### config.mk
export PLATFORM = sky130hd
export DESIGN_NAME = sldd_queue
export DESIGN_NICKNAME = d
export VERILOG_FILES = /design/src/rtl/sync_length_frame_deframer_dedup_unit_defines.svh /design/src/rtl/sldd_pkg.sv /design/src/rtl/sldd_queue.sv
export SDC_FILE = /design/constraint.sdc
export NUM_CORES = 1
export LEC_CHECK = 0
export BUFFER_PORTS_ARGS = -buffer_cell sky130_fd_sc_hd__buf_2
export CORE_UTILIZATION = 45
export DETAILED_ROUTE_END_ITERATION = 7
export PLACE_DENSITY = 0.76
export REMOVE_ABC_BUFFERS = 1
export SYNTH_ARGS = -nofsm -noshare
export SYNTH_HDL_FRONTEND = slang
export SYNTH_SLANG_ARGS = --single-unit
export TNS_END_PERCENT = 10
### constraint.sdc
create_clock -name aclk -period 3.1 [get_ports aclk]
set_input_delay 0.155 -clock aclk [delete_from_list [all_inputs] [get_ports aclk]]
set_output_delay 0.155 -clock aclk [all_outputs]
set_load 0.02 [all_outputs]
### src/rtl/sync_length_frame_deframer_dedup_unit_defines.svh
// ----------------------------------------------------------------------------
// Deframer assertion macros
// Shared concurrent assertion wrappers, clocked on aclk, disabled in reset.
// ----------------------------------------------------------------------------
`ifndef SYNC_LENGTH_FRAME_DEFRAMER_DEDUP_UNIT_DEFINES_SVH
`define SYNC_LENGTH_FRAME_DEFRAMER_DEDUP_UNIT_DEFINES_SVH
`ifndef NO_ASSERTIONS
`define SLDD_ASSERT(lbl, prop) \
    lbl: assert property (@(posedge aclk) disable iff (!aresetn) prop) \
        else $error("deframer assertion failed");
`define SLDD_NEVER(lbl, expr) \
    lbl: assert property (@(posedge aclk) disable iff (!aresetn) !(expr)) \
        else $error("deframer forbidden condition");
`else
`define SLDD_ASSERT(lbl, prop)
`define SLDD_NEVER(lbl, expr)
`endif
`endif

### src/rtl/sldd_pkg.sv
// ----------------------------------------------------------------------------
// Deframer package
// Item codes, result codes and the front-to-back queue entry.
// ----------------------------------------------------------------------------
package sldd_pkg;

    typedef enum logic [1:0] {
        OP_PAYLOAD = 2'd0,
        OP_DONE    = 2'd1,
        OP_REJECT  = 2'd2,
        OP_CLEAR   = 2'd3
    } op_t;

    localparam logic [1:0] EV_PAYLOAD = 2'd0;
    localparam logic [1:0] EV_DONE    = 2'd1;
    localparam logic [1:0] EV_REJECT  = 2'd2;

    localparam logic ACT_BYTE  = 1'b0;
    localparam logic ACT_START = 1'b1;

    localparam logic REG_MIN_LEN = 1'b0;
    localparam logic REG_MAX_LEN = 1'b1;

    localparam int MAX_TAG_BYTES = 16;

    localparam logic [23:0] ID_PATTERN   = 24'h00EE00;
    localparam logic [4:0]  HEADER_BYTES = 5'd4;
    localparam logic [4:0]  OVERHEAD     = 5'd6;
    localparam logic [4:0]  FLOOR_LENGTH = 5'd8;

    // num: tag index for payload, tag length for done
    typedef struct packed {
        op_t        op;
        logic [7:0] data;
        logic       last;
        logic [4:0] num;
    } entry_t;

endpackage

### src/rtl/sldd_queue.sv
// ----------------------------------------------------------------------------
// Deframer item queue
// Four-entry queue between the parser and the tag unit.
// ----------------------------------------------------------------------------
module sldd_queue (
    input  logic            aclk,
    input  logic            aresetn,
    input  logic            push,
    input  sldd_pkg::entry_t push_entry,
    output logic            full,
    input  logic            pop,
    output logic            head_valid,
    output sldd_pkg::entry_t head_entry
);
    sldd_pkg::entry_t buf_reg [4];
    logic [1:0] wr_reg, wr_next, rd_reg, rd_next;
    logic [2:0] cnt_reg, cnt_next;
    logic do_push, do_pop;

    assign full       = (cnt_reg == 3'd4);
    assign head_valid = (cnt_reg != 3'd0);
    assign head_entry = buf_reg[rd_reg];
    assign do_push    = push && !full;
    assign do_pop     = pop && head_valid;

    always_comb begin
        wr_next  = do_push ? wr_reg + 2'd1 : wr_reg;
        rd_next  = do_pop ? rd_reg + 2'd1 : rd_reg;
        cnt_next = cnt_reg + {2'b0, do_push} - {2'b0, do_pop};
    end

    always_ff @(posedge aclk) begin
        if (!aresetn) begin
            wr_reg  <= 2'd0;
            rd_reg  <= 2'd0;
            cnt_reg <= 3'd0;
        end else begin
            wr_reg  <= wr_next;
            rd_reg  <= rd_next;
            cnt_reg <= cnt_next;
        end
    end

    always_ff @(posedge aclk) begin
        if (do_push) begin
            buf_reg[wr_reg] <= push_entry;
        end
    end
endmodule

Word-level counts from Yosys, hierarchy flattened:

Memory sizes are Yosys's and may differ from the RTL's. A register that Yosys moved wholly into a read port is not among the register bits.
Index checks and enable logic that the tools add are counted.
Widths: inputs -> output; s select.

* register bits: 7
* memory bits (writable): 64
* input port bits: 20
* output and inout port bits: 18
* word-level logic and storage cells: 17
* memories kept: 1

Memories
* buf_reg: words 4, bits a word 16, read ports 1, clocked after memory_dff 1, write ports 1, line sldd_queue.sv:15 `sldd_pkg::entry_t buf_reg [4];`

* $add $sub $neg: 4
* equality and inequality tests: 1
* muxes and demuxes: 4
* reduce and logical (&&, ||, !) cells: 4

Operators by type and width (count)
* $add 2x1->2 const B: 2
* $mux 2: 2
* $add 3x1->3: 1
* $eq 3x3->1 const B: 1
* $reduce_bool 3->1: 1
* $sub 3x1->3: 1
* $logic_and 1x1->1: 2
* $mux 1: 2
* $logic_not 1->1: 1

Logic depth before layout (Yosys ltp):

* depth after elaboration: 5
* depth in mapped cells: 12
* mapped depth without buffers: 11

Worst setup path before layout:

No wires, ideal clock.

* path kind: register to register
* from: register cnt_reg[2]
* to: register cnt_reg[2]
* setup time: 115 ps
* data arrival time: 2246 ps
* slack: 739 ps
* stages on the path, launching flop included: 13
* path buffers: 1
* period minus slack after synthesis: 2361 ps
* cells stage by stage: dfxtp_1 nor3b_2 nor2b_1 buf_6 inv_1 ha_1 inv_1 ha_1 inv_1 fa_1 xnor2_1 xnor2_1 and2_1

* cells in the longest elaborated chain, start to end: 5
* elaborated cells between the ends (all ways): 7
* those cells by class: 2 x add/sub; 1 x eq/ne; 4 x reduce/logical

RTL lines
* start, declared: line sldd_queue.sv:17 `logic [2:0] cnt_reg, cnt_next;`
* start signal, assigned: line sldd_queue.sv:40 `cnt_reg <= cnt_next;`
* $eq 3x3->1: line sldd_queue.sv:20 `assign full = (cnt_reg == 3'd4);`
* via full: line sldd_queue.sv:10 `output logic full,`
* $logic_not 1->1: line sldd_queue.sv:23 `assign do_push = push && !full;`
* $logic_and 1x1->1: line sldd_queue.sv:23
* $add 3x1->3: line sldd_queue.sv:29 `cnt_next = cnt_reg + {2'b0, do_push} - {2'b0, do_pop};`
* $sub 3x1->3: line sldd_queue.sv:29

The timed path passes the listed nets, and every way through them passes these cells.
A chain may end at the register's enable or synchronous reset.

Worst setup path after layout:

* from: register cnt_reg[1]
* to: register cnt_reg[2]

* cells in the longest elaborated chain, start to end: 5
* elaborated cells between the ends (all ways): 7
* those cells by class: 2 x add/sub; 1 x eq/ne; 4 x reduce/logical

RTL lines (line)
* $eq 3x3->1: sldd_queue.sv:20
* $logic_not 1->1: sldd_queue.sv:23
* $logic_and 1x1->1: sldd_queue.sv:23
* $add 3x1->3: sldd_queue.sv:29
* $sub 3x1->3 (*): sldd_queue.sv:29

Every way passes the cells marked *; elsewhere a longest branch is shown, timed or not.

==> run metrics <==
Avg Synthesized Cell Area=21.5 um^2; Synth async-reset ratio=0%; first-pass GRT wire length=6790 um; chip width=81.4 um; Synth top area share=between 60% and 70%; Pre-antenna DRT Iters=4; drt initial violations=82; Final Power=approximately 2.8 mW; cell area after synthesis=between 2000 and 3000 um^2; Max VDD drop=0.616 mV; DR WL/cell=~17 um; crit path DAT=around 2.7 ns; port buffer count=37; placed instance count=239; initial antenna violation count=0; hold slack=approximately 0.029 ns; cell count after synthesis=132; final setup TNS=0 ns; fin crit share=around four fifths; vias=about 1300; Synth Flop Type=edfxtp_1; total CTS buffers=9; post-cts repair resize count=0; Crit Path Max Fanout=7; Final Skew=roughly 0.0049 ns; Startpoint Class=flop; Routed Antenna Nets=0; Final Non-Filler Cells=approximately 260; synth top area cells=edfxtp_1 (68%), mux4_2 (7.9%), dfxtp_1 (6.3%), mux4_1 (5.6%), ha_1 (2.6%); PwrDens=~840 nW/um^2; LEAKAGE=1.16 nW; GP Congestion=between 0.7 and 0.8; synth unique cells=20; Yosys reg bits=73; register area share after synthesis=between 70 and 80%; number of synthesized flops with an enable pin=64; Core Box Area=about 6000 um^2; clk slew on worst S/H paths=around 0.070 ns; cell taking the most area after synthesis=edfxtp_1; hold-fix buffers at CTS=0; die area=about 6600 um^2; final setup fails=0; placed inst area=around 3000 um^2; root buffer cell=clkbuf_8; CP Class=flop to flop; Max Root-Sink Buffers=2; Hold Vio Cnt, Final=0; Inserted Diodes=0; setup repair bufs after CTS=0; max reg flops=64; vias in the first global route=~1400; share of cells above drive strength 1=a little over a third; fin nets=about 200; Worst Tran Pin Value=a little under 0.9 ns; FMAX=between 300 and 400 MHz; Rel. slew slack=41.2%; Row Count=28; pre-CTS setup slack=~0.59 ns; CTS tree=done; HPWL after DPL=2880 um; HP Class=input port to flop; clock sink count=between 70 and 80; Syn-to-layout area delta=15.7%; final wirelength=~4400 um; total global-route track usage=15.1%; RSZ-0062 raised after global routing=no; min cycle time layout=approximately 2.5 ns; IO Pins=38; synthesis warning total=0; fin util=approximately 55%; count leader, synth=edfxtp_1; Vias per Instance=~5.2; post-route cell area=between 3000 and 4000 um^2; commonest cells in the netlist=edfxtp_1 (64), mux4_2 (10), dfxtp_1 (9); Setup WS post-layout=between 0.5 and 0.6 ns; GRT overflow=0; MaxCap Viol Count=0; largest net degree at the start of global routing=17; CP endpoint kind=flop; Worst EP required=~3.3 ns; fin. max-slew vios=0; R2R setup slack=around 0.6 ns; die height=approximately 80 um; # DRC=0; starting density of the core=47.4%; clk_lat worst skew=~0.34 ns; status=complete, no violations; CTS H-tree depth=3; fillers=455
[report_power, final]
part,switching (mW),leakage [nW],internal (mW)
Sequential,0.0906,0.660,1.20
Combinational,0.363,0.391,0.310
Clock,0.316,0.108,0.472
[cell usage in the layout (no fill, tap or decap)]
master and instances:
and2_1 7, bufinv_16 2, dfxtp_1 9, buf_4 1
or3_1 1, mux2i_1 2, ha_1 6, mux4_1 6
nand2_1 4, nor3b_2 1, clkinv_1 1, buf_2 37
xnor2_1 4, clkbuf_8 10, nor2b_1 4, clkinv_2 1
fa_1 1, mux4_2 10, o31a_1 1, clkbuf_1 2
edfxtp_1 64, inv_1 5, o311ai_2 1
[metal layers]
metal / wire length, um / GRT usage, %
met5: 0 / 0
met4: 52 / 6.96
met3: 271 / 6.00
met2: 2220 / 24.3
met1: 1840 / 17.8
[area by class of cell]
cell class / instances / area, um^2 / share of cell area, %
clock buffers: 12 / 145 / 4.42
repair buffers: 38 / 193 / 5.87
well taps: 75 / 93.8 / 2.86
inverters: 5 / 18.8 / 0.572
multi-input cells: 48 / 661 / 20.1
clock inverters: 4 / 68.8 / 2.10
flip-flops and latches: 73 / 2100 / 64.0
[worst max-delay path: stages, from the launching register on]
cell	delay (ns)
dfxtp_1	0.49
nor3b_2	0.10
nor2b_1	0.38
inv_1	0.09
ha_1	0.30
inv_1	0.06
ha_1	0.13
inv_1	0.05
fa_1	0.37
xnor2_1	0.14
xnor2_1	0.12
and2_1	0.16
[worst paths after layout]
check / startpoint / to / depth (start not counted)
min reg2reg: wr_reg[1]$_SDFFE_PN0P_ / wr_reg[1]$_SDFFE_PN0P_ / 2
min: push_entry[0] / buf_reg[1][0]$_DFFE_PP_ / 1
max: cnt_reg[1]$_SDFF_PN0_ / cnt_reg[2]$_SDFF_PN0_ / 11
max reg2reg: cnt_reg[1]$_SDFF_PN0_ / cnt_reg[2]$_SDFF_PN0_ / 11
[logic make-up after synthesis]
group	synth area share, %
buffers and inverters	2.65
muxes	14.2
AOI/OAI and AO/OA	0.882
DFF	74.1
adders and majority gates	3.35
and+or+nand+nor	3.62
xor gates and xnor gates	1.23
No activity file was read; power rests on OpenSTA's default activity.
