`config.mk`:
```
export PLATFORM = sky130hd
export DESIGN_NAME = sldd_front
export DESIGN_NICKNAME = d
export VERILOG_FILES = /design/src/rtl/sync_length_frame_deframer_dedup_unit_defines.svh /design/src/rtl/sldd_pkg.sv /design/src/rtl/sldd_front.sv
export SDC_FILE = /design/constraint.sdc
export NUM_CORES = 1
export LEC_CHECK = 0
export BUFFER_PORTS_ARGS = -buffer_cell sky130_fd_sc_hd__buf_4
export CAP_MARGIN = 20
export CORE_MARGIN = 2
export CORE_UTILIZATION = 45
export CTS_CLUSTER_SIZE = 40
export DETAILED_ROUTE_END_ITERATION = 6
export GPL_TIMING_DRIVEN = 0
export PLACE_DENSITY = 0.66
export SLEW_MARGIN = 25
export SYNTH_ARGS = -nofsm -noshare
export SYNTH_HDL_FRONTEND = slang
export SYNTH_SLANG_ARGS = --single-unit
```
`constraint.sdc`:
```
create_clock -name aclk -period 7.3 [get_ports aclk]
set_clock_uncertainty 0.15 [all_clocks]
set_input_delay 1.825 -clock aclk [delete_from_list [all_inputs] [get_ports aclk]]
set_output_delay 1.825 -clock aclk [all_outputs]
set_load 0.02 [all_outputs]
```
`src/rtl/sync_length_frame_deframer_dedup_unit_defines.svh`:
```
// ----------------------------------------------------------------------------
// Deframer assertion macros
// Shared concurrent assertion wrappers, clocked on aclk, disabled in reset.
// ----------------------------------------------------------------------------
`ifndef SYNC_LENGTH_FRAME_DEFRAMER_DEDUP_UNIT_DEFINES_SVH
`define SYNC_LENGTH_FRAME_DEFRAMER_DEDUP_UNIT_DEFINES_SVH
`ifndef NO_ASSERTIONS
`define SLDD_ASSERT(lbl, prop) \
    lbl: assert property (@(posedge aclk) disable iff (!aresetn) prop) \
        else $error("deframer assertion failed");
`define SLDD_NEVER(lbl, expr) \
    lbl: assert property (@(posedge aclk) disable iff (!aresetn) !(expr)) \
        else $error("deframer forbidden condition");
`else
`define SLDD_ASSERT(lbl, prop)
`define SLDD_NEVER(lbl, expr)
`endif
`endif

```
`src/rtl/sldd_pkg.sv`:
```
// ----------------------------------------------------------------------------
// Deframer package
// Item codes, result codes and the front-to-back queue entry.
// ----------------------------------------------------------------------------
package sldd_pkg;

    typedef enum logic [1:0] {
        OP_PAYLOAD = 2'd0,
        OP_DONE    = 2'd1,
        OP_REJECT  = 2'd2,
        OP_CLEAR   = 2'd3
    } op_t;

    localparam logic [1:0] EV_PAYLOAD = 2'd0;
    localparam logic [1:0] EV_DONE    = 2'd1;
    localparam logic [1:0] EV_REJECT  = 2'd2;

    localparam logic ACT_BYTE  = 1'b0;
    localparam logic ACT_START = 1'b1;

    localparam logic REG_MIN_LEN = 1'b0;
    localparam logic REG_MAX_LEN = 1'b1;

    localparam int MAX_TAG_BYTES = 16;

    localparam logic [23:0] ID_PATTERN   = 24'h00EE00;
    localparam logic [4:0]  HEADER_BYTES = 5'd4;
    localparam logic [4:0]  OVERHEAD     = 5'd6;
    localparam logic [4:0]  FLOOR_LENGTH = 5'd8;

    // num: tag index for payload, tag length for done
    typedef struct packed {
        op_t        op;
        logic [7:0] data;
        logic       last;
        logic [4:0] num;
    } entry_t;

endpackage

```
`src/rtl/sldd_front.sv`:
```
// ----------------------------------------------------------------------------
// Deframer parser
// Header search over a byte window, length check and in-frame byte sorting.
// ----------------------------------------------------------------------------
module sldd_front (
    input  logic             aclk,
    input  logic             aresetn,
    input  logic             s_valid,
    output logic             s_ready,
    input  logic             s_action,
    input  logic [7:0]       s_data_byte,
    input  logic [4:0]       min_len,
    input  logic [4:0]       max_len,
    output logic             q_push,
    output sldd_pkg::entry_t q_entry,
    input  logic             q_full
);
    localparam logic [8:0] CAP = 9'(sldd_pkg::MAX_TAG_BYTES + 6);

    logic [31:0] win_reg, win_next;
    logic [2:0]  wcnt_reg, wcnt_next;
    logic        in_frame_reg, in_frame_next;
    logic [4:0]  pos_reg, pos_next;
    logic [4:0]  total_reg, total_next;

    logic        accept;
    logic [31:0] win_sh;
    logic [2:0]  wcnt_inc;
    logic [8:0]  len9, hi9;
    logic [4:0]  lo5, hi5;
    logic        len_ok, hdr;
    logic [5:0]  off6, tot6;

    assign s_ready = !q_full;
    assign accept  = s_valid && s_ready;

    always_comb begin
        win_sh   = {win_reg[23:0], s_data_byte};
        wcnt_inc = (wcnt_reg < 3'd4) ? wcnt_reg + 3'd1 : wcnt_reg;
        hdr      = (wcnt_inc == 3'd4) && (win_sh[23:0] == sldd_pkg::ID_PATTERN);
        len9     = {1'b0, win_sh[31:24]} + 9'd1;
        lo5      = (min_len < sldd_pkg::FLOOR_LENGTH) ? sldd_pkg::FLOOR_LENGTH : min_len;
        hi5      = (max_len < lo5) ? lo5 : max_len;
        hi9      = ({4'b0, hi5} > CAP) ? CAP : {4'b0, hi5};
        len_ok   = (len9 >= {4'b0, lo5}) && (len9 <= hi9);
        off6     = {1'b0, pos_reg};
        tot6     = {1'b0, total_reg};

        win_next      = win_reg;
        wcnt_next     = wcnt_reg;
        in_frame_next = in_frame_reg;
        pos_next      = pos_reg;
        total_next    = total_reg;
        q_push        = 1'b0;
        q_entry.op    = sldd_pkg::OP_CLEAR;
        q_entry.data  = s_data_byte;
        q_entry.last  = (off6 + 6'd3 == tot6);
        q_entry.num   = pos_reg - sldd_pkg::HEADER_BYTES;

        if (accept) begin
            if (s_action == sldd_pkg::ACT_START) begin
                q_push        = 1'b1;
                win_next      = 32'd0;
                wcnt_next     = 3'd0;
                in_frame_next = 1'b0;
                pos_next      = 5'd0;
                total_next    = 5'd0;
            end else if (in_frame_reg) begin
                pos_next = pos_reg + 5'd1;
                if (off6 + 6'd3 <= tot6) begin
                    q_push     = 1'b1;
                    q_entry.op = sldd_pkg::OP_PAYLOAD;
                end else if (off6 + 6'd1 >= tot6) begin
                    q_push        = 1'b1;
                    q_entry.op    = sldd_pkg::OP_DONE;
                    q_entry.num   = total_reg - sldd_pkg::OVERHEAD;
                    win_next      = 32'd0;
                    wcnt_next     = 3'd0;
                    in_frame_next = 1'b0;
                    pos_next      = 5'd0;
                    total_next    = 5'd0;
                end
            end else begin
                win_next  = win_sh;
                wcnt_next = wcnt_inc;
                if (hdr) begin
                    if (len_ok) begin
                        in_frame_next = 1'b1;
                        pos_next      = sldd_pkg::HEADER_BYTES;
                        total_next    = len9[4:0];
                        win_next      = 32'd0;
                        wcnt_next     = 3'd0;
                    end else begin
                        win_next   = {8'd0, win_sh[23:0]};
                        wcnt_next  = 3'd3;
                        q_push     = 1'b1;
                        q_entry.op = sldd_pkg::OP_REJECT;
                    end
                end
            end
        end
    end

    always_ff @(posedge aclk) begin
        if (!aresetn) begin
            win_reg      <= 32'd0;
            wcnt_reg     <= 3'd0;
            in_frame_reg <= 1'b0;
            pos_reg      <= 5'd0;
            total_reg    <= 5'd0;
        end else begin
            win_reg      <= win_next;
            wcnt_reg     <= wcnt_next;
            in_frame_reg <= in_frame_next;
            pos_reg      <= pos_next;
            total_reg    <= total_next;
        end
    end
endmodule

```
=== Yosys cells after proc, flatten, opt, wreduce, memory -nomap -nowiden ===
Cells that the tools add are included.

* Mux-type cells: 53
* $lt $le $gt $ge: 8
* Equality and inequality tests: 5
* Reductions and logical operators: 9
* Add/sub/neg operators: 7

{| class="wikitable"
|+ Operator list
! cell !! count
|-
| 2-to-1 mux 24 bit || 6
|-
| 2-to-1 mux 5 bit || 20
|-
| equality test 24 x 16 -> 1 bit, second input constant || 1
|-
| 2-to-1 mux 3 bit || 6
|-
| 2-to-1 mux 1 bit || 15
|-
| 2-to-1 mux 2 bit || 6
|-
| subtractor 5 x 3 -> 5 bit, second input constant || 2
|-
| adder 8 x 1 -> 9 bit, second input constant || 1
|-
| >= comparator 9 x 5 -> 1 bit || 1
|-
| less-or-equal comparator 9 x 5 -> 1 bit || 1
|-
| adder 5 x 1 -> 6 bit, second input constant || 1
|-
| adder 5 x 2 -> 6 bit, second input constant || 1
|-
| equality test 6 x 5 -> 1 bit || 1
|-
| >= comparator 6 x 5 -> 1 bit || 1
|-
| less-or-equal comparator 6 x 5 -> 1 bit || 1
|-
| AND reduction 3 bit || 2
|-
| nonzero test 3 bit || 2
|-
| adder 5 x 1 -> 5 bit, second input constant || 1
|-
| > comparator 5 bit, second input constant || 1
|-
| < comparator 5 x 4 -> 1 bit, second input constant || 1
|-
| < comparator 5 bit || 1
|-
| AND reduction 5 bit || 1
|-
| adder 3 x 1 -> 3 bit, second input constant || 1
|-
| equality test 3 bit, second input constant || 1
|-
| 5 further kinds || 7
|}

* Output and inout port bits: 18
* Input bits: 23
* Bits in registers: 38

=== Longest topological paths before layout ===
Gate-level depths: netlist of run 1.

* Depth after elaboration: 13
* Mapped depth: 18

=== Worst setup path before layout of run 1 ===
OpenSTA, ideal clock, no wires.

* Kind: input-to-output
* Start: input port min_len[4]
* End: output port q_push
* Setup slack: 0.565 ns
* Stages: 16
* Arrival: 4.760 ns
* Path buffers: 1
* Data required time: 5.325 ns
* Path through: clkbuf_1 > o21ai_0 > ha_1 > a21boi_0 > o21a_1 > o21ai_0 > nand2b_1 > a21oi_1 > mux2i_1 > ha_1 > nor2b_1 > o211ai_1 > a21o_1 > nand2_1 > o211ai_1 > a31oi_1

* Cells in the longest elaborated chain, start to end: 13

{| class="wikitable"
|+ RTL lines
! item !! line !! text
|-
| start, declared || sldd_front.sv:12 || <nowiki>input logic [4:0] min_len,</nowiki>
|-
| < comparator 5 x 4 -> 1 bit || sldd_front.sv:42 || <nowiki>lo5 = (min_len < sldd_pkg::FLOOR_LENGTH) ? sldd_pkg::FLOOR_LENGTH : min_len;</nowiki>
|-
| 2-to-1 mux 5 bit (*) || sldd_front.sv:42 ||
|-
| < comparator 5 bit || sldd_front.sv:43 || <nowiki>hi5 = (max_len < lo5) ? lo5 : max_len;</nowiki>
|-
| 2-to-1 mux 5 bit || sldd_front.sv:43 ||
|-
| > comparator 5 bit || sldd_front.sv:44 || <nowiki>hi9 = ({4'b0, hi5} > CAP) ? CAP : {4'b0, hi5};</nowiki>
|-
| 2-to-1 mux 5 bit || sldd_front.sv:44 ||
|-
| less-or-equal comparator 9 x 5 -> 1 bit || sldd_front.sv:45 || <nowiki>len_ok = (len9 >= {4'b0, lo5}) && (len9 <= hi9);</nowiki>
|-
| logical AND 1 bit (*) || sldd_front.sv:45 ||
|-
| 2-to-1 mux 1 bit (*) || sldd_front.sv:87 || <nowiki>if (len_ok) begin</nowiki>
|-
| 2-to-1 mux 1 bit (*) || sldd_front.sv:86 || <nowiki>if (hdr) begin</nowiki>
|-
| 2-to-1 mux 1 bit (*) || sldd_front.sv:68 || <nowiki>end else if (in_frame_reg) begin</nowiki>
|-
| 2-to-1 mux 1 bit (*) || sldd_front.sv:61 || <nowiki>if (s_action == sldd_pkg::ACT_START) begin</nowiki>
|-
| 2-to-1 mux 1 bit (*) || sldd_front.sv:60 || <nowiki>if (accept) begin</nowiki>
|-
| end, declared || sldd_front.sv:14 || <nowiki>output logic q_push,</nowiki>
|}

Mark *: on every way between the ends. The rest lies on a longest branch, timed or not.

==> run metrics, run 1 <==
share of flip-flops with an asynchronous set or reset after synthesis 0%; nature of the critical path startpoint primary input; total wire length after detailed routing 6225 um; unrepaired setup endpoints after global routing no; num rows 28; slack of the worst reg-to-reg path 3.59 ns; Setup TNS 0 ns; Post-route DRC 0; final hold viol count 0; critical path data required time 5.33 ns; final critical-path required period 6.944 ns; setup slack at placement 0.1202 ns; diodes inserted 0; post-synthesis instance total 320; list of most frequent post-synthesis cells sky130_fd_sc_hd__dfxtp_1 (38), sky130_fd_sc_hd__nor2_1 (36), sky130_fd_sc_hd__ha_1 (30); number of DRC violations after detailed-routing iteration 0 81; startpoint-to-endpoint class of the critical path in -> out; vias in the first global route 2328; number of nets in the finished design 419; average footprint of a synthesized cell 8.352 um^2; xor/xnor cell area share of the yosys netlist 3.933%; startpoint of the lowest-slack hold path total_reg[4]$_SDFFE_PN0P_; flip-flop and latch count after synthesis 38; worst-case clock buffer depth 2; I/O Buffers 39; highest ir drop seen on vdd 134.3 uV; routed vias/inst 5.615; share of the cycle needed by the critical path after routing 95.12%; cells taking the most area after synthesis sky130_fd_sc_hd__dfxtp_1 (28%), sky130_fd_sc_hd__ha_1 (14%), sky130_fd_sc_hd__a22oi_1 (6.7%); worst-case headroom to the max-slew limit 38.12%; Die Footprint 6572 um^2; post-synthesis cell type with the largest combined area sky130_fd_sc_hd__dfxtp_1; share of the synthesized area in the top cell type 28.46%; GPL Wtd Cong 0.8419; Power Density 153.1 nW/um^2; Floorplan Core Area 5816 um^2; maximum clock frequency 144.0 MHz; number of buffers inserted by post-CTS setup repair 0; routed length per instance 14.08 um; cell area after synthesis 2673 um^2; Die Width 81.07 um; GRT Residual Overflow 0; commonest register cell after synthesis sky130_fd_sc_hd__dfxtp_1; fraction of the mapped netlist area in simple logic gates 19.43%; launching instance or port of the critical path min_len[4]; total CTS buffers 5; reg2reg start pos_reg[0]$_SDFFE_PN0P_; Vert. Die Dim 81.07 um; number of warnings reported in the yosys synthesis log 0; source-to-sink clock delay at the later pin of the worst-skew pair 0.29 ns; Power Total 491.2 uW; H-tree depth 2; max-slew violations 0; maximum number of pins on one net before global-route repair 14; wire length of the first global-routing pass 10410 um; most frequently used cell type in the post-synthesis netlist sky130_fd_sc_hd__dfxtp_1; share of the synthesized area in compound gates (AO/OA/AOI/OAI) 23.88%; synthesized net count 373; main combinational cell family by area after synthesis compound AO/OA/AOI/OAI gates; Seq/Total Area, Yosys 28.46%; static leakage power 1.337 nW; Top Ports 41; Syn-to-layout area delta 20.04%; post-layout utilization of the core 55.16%; antenna violations before repair 0; count of vias placed by the detailed router 2482; combined global-route utilization of all metal layers 20.20%; CP endpoint kind primary output; CTS clock-pin slew for the worst setup and hold paths 0.07 ns; Tightest Pin Transition 0.9197 ns; path category of the worst min-delay check reg -> reg; Yosys cell types 49; top fanout value on the critical path 8; number of setup violations in the final report 0; TritonCTS clock tree built; share of synthesized area spent on multiplexers 1.873%; share of final-layout standard cells stronger than drive strength 1 18.80%; iteration count of the initial detailed-routing pass 5; max-cap violation count 0; starting utilization of the core area 45.96%; total clock sinks 38; Data arrival, critical path 4.97 ns; result of the run completed; number of enable flip-flop cells after synthesis 0; root buf cell sky130_fd_sc_hd__clkbuf_8; number of flip-flops in the largest register 24; final HPWL from detailed placement 4891 um; remaining number of nets flagged by the antenna check after routing 0; adder and majority cell fraction of the synthesized area 14.79%; worst path setup slack after routing 0.3562 ns
==> timing repair <==
action / 4_1_cts / 5_1_grt
gates resized for setup: 0 / 2
endpoints found under the setup margin: 0 / 2
hold buffers: 0 / 0
==> kinds of logic (layout without fill, tap and decap cells) <==
group / Yosys count / in the layout
fa+ha+maj: 32 / 32
xor+xnor: 12 / 12
compound gates: 93 / 93
buf+inv: 44 / 91
simple gates: 96 / 96
flops: 38 / 38
mux: 5 / 5
==> layer usage <==
layer	wire length, um	part of all wire [%]	track usage (%)
met5	0	0	0
met4	108	1.7	6.271
met3	187	3.0	4.000
met2	3056	49	35.54
met1	2872	46	24.76
==> layout make-up <==
class | count | area [um^2]
Fill cell | 583 | 2608
Buffer | 24 | 128.9
Clock buffer | 5 | 68.82
Inverter | 20 | 75.07
Tap cell | 75 | 93.84
Timing Repair Buffer | 39 | 292.8
Clock inverter | 3 | 68.82
Sequential cell | 38 | 760.7
Multi-Input combinational cell | 238 | 1719
==> cell usage in the layout, fill, tap and decap left out, types with 2 or more instances in the layout <==
cell type and n:
sky130_fd_sc_hd__bufinv_16 2, sky130_fd_sc_hd__nand2_1 17, sky130_fd_sc_hd__nor3_1 3, sky130_fd_sc_hd__mux2i_1 5
sky130_fd_sc_hd__o31ai_1 2, sky130_fd_sc_hd__a211oi_1 4, sky130_fd_sc_hd__buf_4 47, sky130_fd_sc_hd__a21boi_0 2
sky130_fd_sc_hd__a21oi_1 11, sky130_fd_sc_hd__xnor2_1 9, sky130_fd_sc_hd__xor2_1 3, sky130_fd_sc_hd__nand2b_1 5
sky130_fd_sc_hd__clkbuf_1 14, sky130_fd_sc_hd__inv_1 20, sky130_fd_sc_hd__dfxtp_1 38, sky130_fd_sc_hd__o211ai_1 4
sky130_fd_sc_hd__a21o_1 5, sky130_fd_sc_hd__maj3_1 2, sky130_fd_sc_hd__a22oi_1 24, sky130_fd_sc_hd__clkbuf_8 5
sky130_fd_sc_hd__o21a_1 2, sky130_fd_sc_hd__ha_1 30, sky130_fd_sc_hd__nor2b_1 5, sky130_fd_sc_hd__o21ai_0 19
sky130_fd_sc_hd__nor4_1 2, sky130_fd_sc_hd__a31o_1 2, sky130_fd_sc_hd__a31oi_1 5, sky130_fd_sc_hd__nor4_2 3
sky130_fd_sc_hd__nor2_1 36, sky130_fd_sc_hd__a32o_1 4, sky130_fd_sc_hd__nand3_1 14, sky130_fd_sc_hd__and4b_2 2
==> critical path, cell delays in order <==
cell and delay [ns]:
sky130_fd_sc_hd__clkbuf_1 0.25, sky130_fd_sc_hd__o21ai_0 0.20, sky130_fd_sc_hd__ha_1 0.29, sky130_fd_sc_hd__a21boi_0 0.12, sky130_fd_sc_hd__o21a_1 0.18, sky130_fd_sc_hd__o21ai_0 0.17, sky130_fd_sc_hd__nand2b_1 0.12, sky130_fd_sc_hd__a21oi_4 0.26
sky130_fd_sc_hd__mux2i_1 0.24, sky130_fd_sc_hd__ha_1 0.28, sky130_fd_sc_hd__nand4_1 0.08, sky130_fd_sc_hd__o21ai_0 0.08, sky130_fd_sc_hd__a21o_1 0.19, sky130_fd_sc_hd__nand2_1 0.07, sky130_fd_sc_hd__o211ai_1 0.10, sky130_fd_sc_hd__a211o_1 0.34
sky130_fd_sc_hd__buf_4 0.17
==> power breakdown <==
group / total, mW / internal [mW] / leakage (nW) / switching [mW]
Combinational: 0.0657 / 0.0300 / 0.962 / 0.0357
Sequential: 0.211 / 0.209 / 0.307 / 0.00176
Clock: 0.215 / 0.137 / 0.0683 / 0.0778
Total: 0.491 / 0.376 / 1.34 / 0.115
==> worst paths after layout <==
kind	end	cells after the start
setup / recovery	q_entry[14]	17
hold / removal	total_reg[4]$_SDFFE_PN0P_	1
setup reg to reg	win_reg[16]$_SDFFE_PN0P_	14
hold reg to reg	total_reg[4]$_SDFFE_PN0P_	1
==> stage by stage <==
stage                     hold slack (ns)  area [um^2]  cells
final                              0.3245         3208    442
after global routing               0.3614         3208    442
after CTS                          0.3311         3197    442
after detailed placement           0.3134         3059    434
after global placement             0.2998         3059    434
after floorplan                    0.2919         2673    320
Note: power is estimated with default switching activity, not from simulation.
==> inputs of run 2 (changes only) <==
- CORE_MARGIN: 2 -> 4
- CORE_UTILIZATION: 45 -> 57
- PLACE_DENSITY: 0.66 -> 0.8
==> run metrics, run 2 (synthesized netlist as in run 1, its figures left out) <==
starting utilization of the core area 60.14%; highest ir drop seen on vdd 126.0 uV; worst-case clock buffer depth 2; iteration count of the initial detailed-routing pass 4; worst-case headroom to the max-slew limit 37.83%; num rows 24; nature of the critical path startpoint primary input; number of flip-flops in the largest register 24; I/O Buffers 39; count of vias placed by the detailed router 2510; antenna violations before repair 0; most common cell after layout, fill and taps aside sky130_fd_sc_hd__buf_4; Register Area 760.7 um^2; met2 track demand over resource 36.73%; critical path data required time 5.33 ns; top fanout value on the critical path 8; static leakage power 1.343 nW; vias in the first global route 2376; commonest cells after routing, fill and taps aside sky130_fd_sc_hd__buf_4 (47), sky130_fd_sc_hd__dfxtp_1 (38), sky130_fd_sc_hd__nor2_1 (36), sky130_fd_sc_hd__ha_1 (30), sky130_fd_sc_hd__a22oi_1 (24); met1 Resource Use GR 30.39%; Top Ports 41; Data arrival, critical path 5.02 ns; number of buffers inserted by post-CTS setup repair 0; unrepaired setup endpoints after global routing no; combined global-route utilization of all metal layers 22.54%; number of buffers inserted for hold repair after clock tree synthesis 0; H-tree depth 2; GPL Wtd Cong 0.8456; total area of multi-input combinational cells 1719 um^2; GRT Residual Overflow 0; Vert. Die Dim 76.48 um; max-slew violations 0; CP endpoint kind primary output; final hold viol count 0; Syn-to-layout area delta 19.19%; most used routing layer met2; count of buffering cells on the critical path with inverters included 2; number of setup violations in the final report 0; maximum clock frequency 142.9 MHz; diodes inserted 0; total CTS buffers 5; Tightest Pin Transition 0.9241 ns; total clock sinks 38; remaining number of nets flagged by the antenna check after routing 0; Post-Place Cells 411; path category of the worst min-delay check reg -> reg; Die Footprint 5848 um^2; worst-path cell chain clkbuf_2, o21ai_1, ha_1, a21boi_0, o21a_1, o21ai_0, nand2b_1, a21oi_4, mux2i_1, ha_1, nor2b_1, o211ai_1, a21o_1, nand2_1, o211ai_1, a211o_1, buf_4; Power Total 501.0 uW; family with the most delay on the worst path compound AO/OA/AOI/OAI gates; Post-route DRC 0; post-layout utilization of the core 71.68%; global-route met3 utilization 4.965%; maximum number of pins on one net before global-route repair 13; total wire length after detailed routing 6429 um; Floorplan Core Area 4444 um^2; delay contributed by the slowest stage of the critical path 0.28 ns; Critical Path Slowest Stage Cell sky130_fd_sc_hd__a21oi_4; Power Density 157.3 nW/um^2; root buf cell sky130_fd_sc_hd__clkbuf_8; Die Width 76.48 um; startpoint-to-endpoint class of the critical path in -> out; share of the cycle needed by the critical path after routing 95.84%; final critical-path required period 6.997 ns; TritonCTS clock tree built; number of nets in the finished design 419; routed vias/inst 5.990; wire length of the first global-routing pass 11110 um; CTS clock-pin slew for the worst setup and hold paths 0.07 ns; final non-filler cell total 419; source-to-sink clock delay at the later pin of the worst-skew pair 0.29 ns; number of DRC violations after detailed-routing iteration 0 267; result of the run completed; Min Hold Slack 0.3232 ns; routed length per instance 15.34 um; share of final-layout standard cells stronger than drive strength 1 19.07%; Fill cells 368; final HPWL from detailed placement 5004 um; max-cap violation count 0
-- run 2: final cells by class --
type / count / area share, %
multi-input combinational: 238 / 53.97
sequential: 38 / 23.88
timing repair buffer: 39 / 9.191
buffer: 24 / 4.085
clock buffer: 6 / 2.592
inverter: 20 / 2.357
tap: 52 / 2.042
clock inverter: 2 / 1.885
-- run 2: worst paths after layout --
| path | slack, ns | end | depth (start not counted) | start |
|---|---|---|---|---|
| setup / recovery | 0.30 | q_entry[14] | 17 | min_len[4] |
| hold / removal | 0.32 | total_reg[4]$_SDFFE_PN0P_ | 1 | total_reg[4]$_SDFFE_PN0P_ |
| setup reg to reg | 3.62 | win_reg[8]$_SDFFE_PN0P_ | 14 | pos_reg[0]$_SDFFE_PN0P_ |
| hold reg to reg | 0.32 | total_reg[4]$_SDFFE_PN0P_ | 1 | total_reg[4]$_SDFFE_PN0P_ |
-- run 2: metal layers --
layer	wire, um	part of all wire (%)
met1	2976	46
met3	276	4.3
met2	3105	48
met5	0	0
met4	71	1.1
-- run 2: what timing repair did --
item / in CTS / in global routing
cloned: 0 / 0
endpoints found under the setup margin: 2 / 2
gates resized for setup: 1 / 4
-- run 2: worst reg2reg max path: cells and delay by family (launching register included) --
family | cells | cell delay, ns
flops | 1 | 0.50
simple gates | 4 | 0.54
buf+inv | 3 | 0.92
compound gates | 4 | 0.83
fa+ha+maj | 2 | 0.53
xor+xnor | 1 | 0.13
-- run 2: per-stage QoR --
stage / worst slack [ns] / TNS [ns] / instance area [um^2]
2_1_floorplan: 0.5655 / 0 / 2673
4_1_cts: 0.1006 / 0 / 3177
5_1_grt: 0.04265 / 0 / 3186
3_3_place_gp: 0.09057 / 0 / 3030
3_5_place_dp: -0.04401 / -0.05593 / 3030
6_report: 0.3034 / 0 / 3186
-- run 2: power breakdown --
| group | internal (mW) | total (mW) | switching (mW) |
|---|---|---|---|
| Combinational | 0.0302 | 0.0671 | 0.0369 |
| Clock | 0.146 | 0.223 | 0.0771 |
| Sequential | 0.209 | 0.211 | 0.00185 |
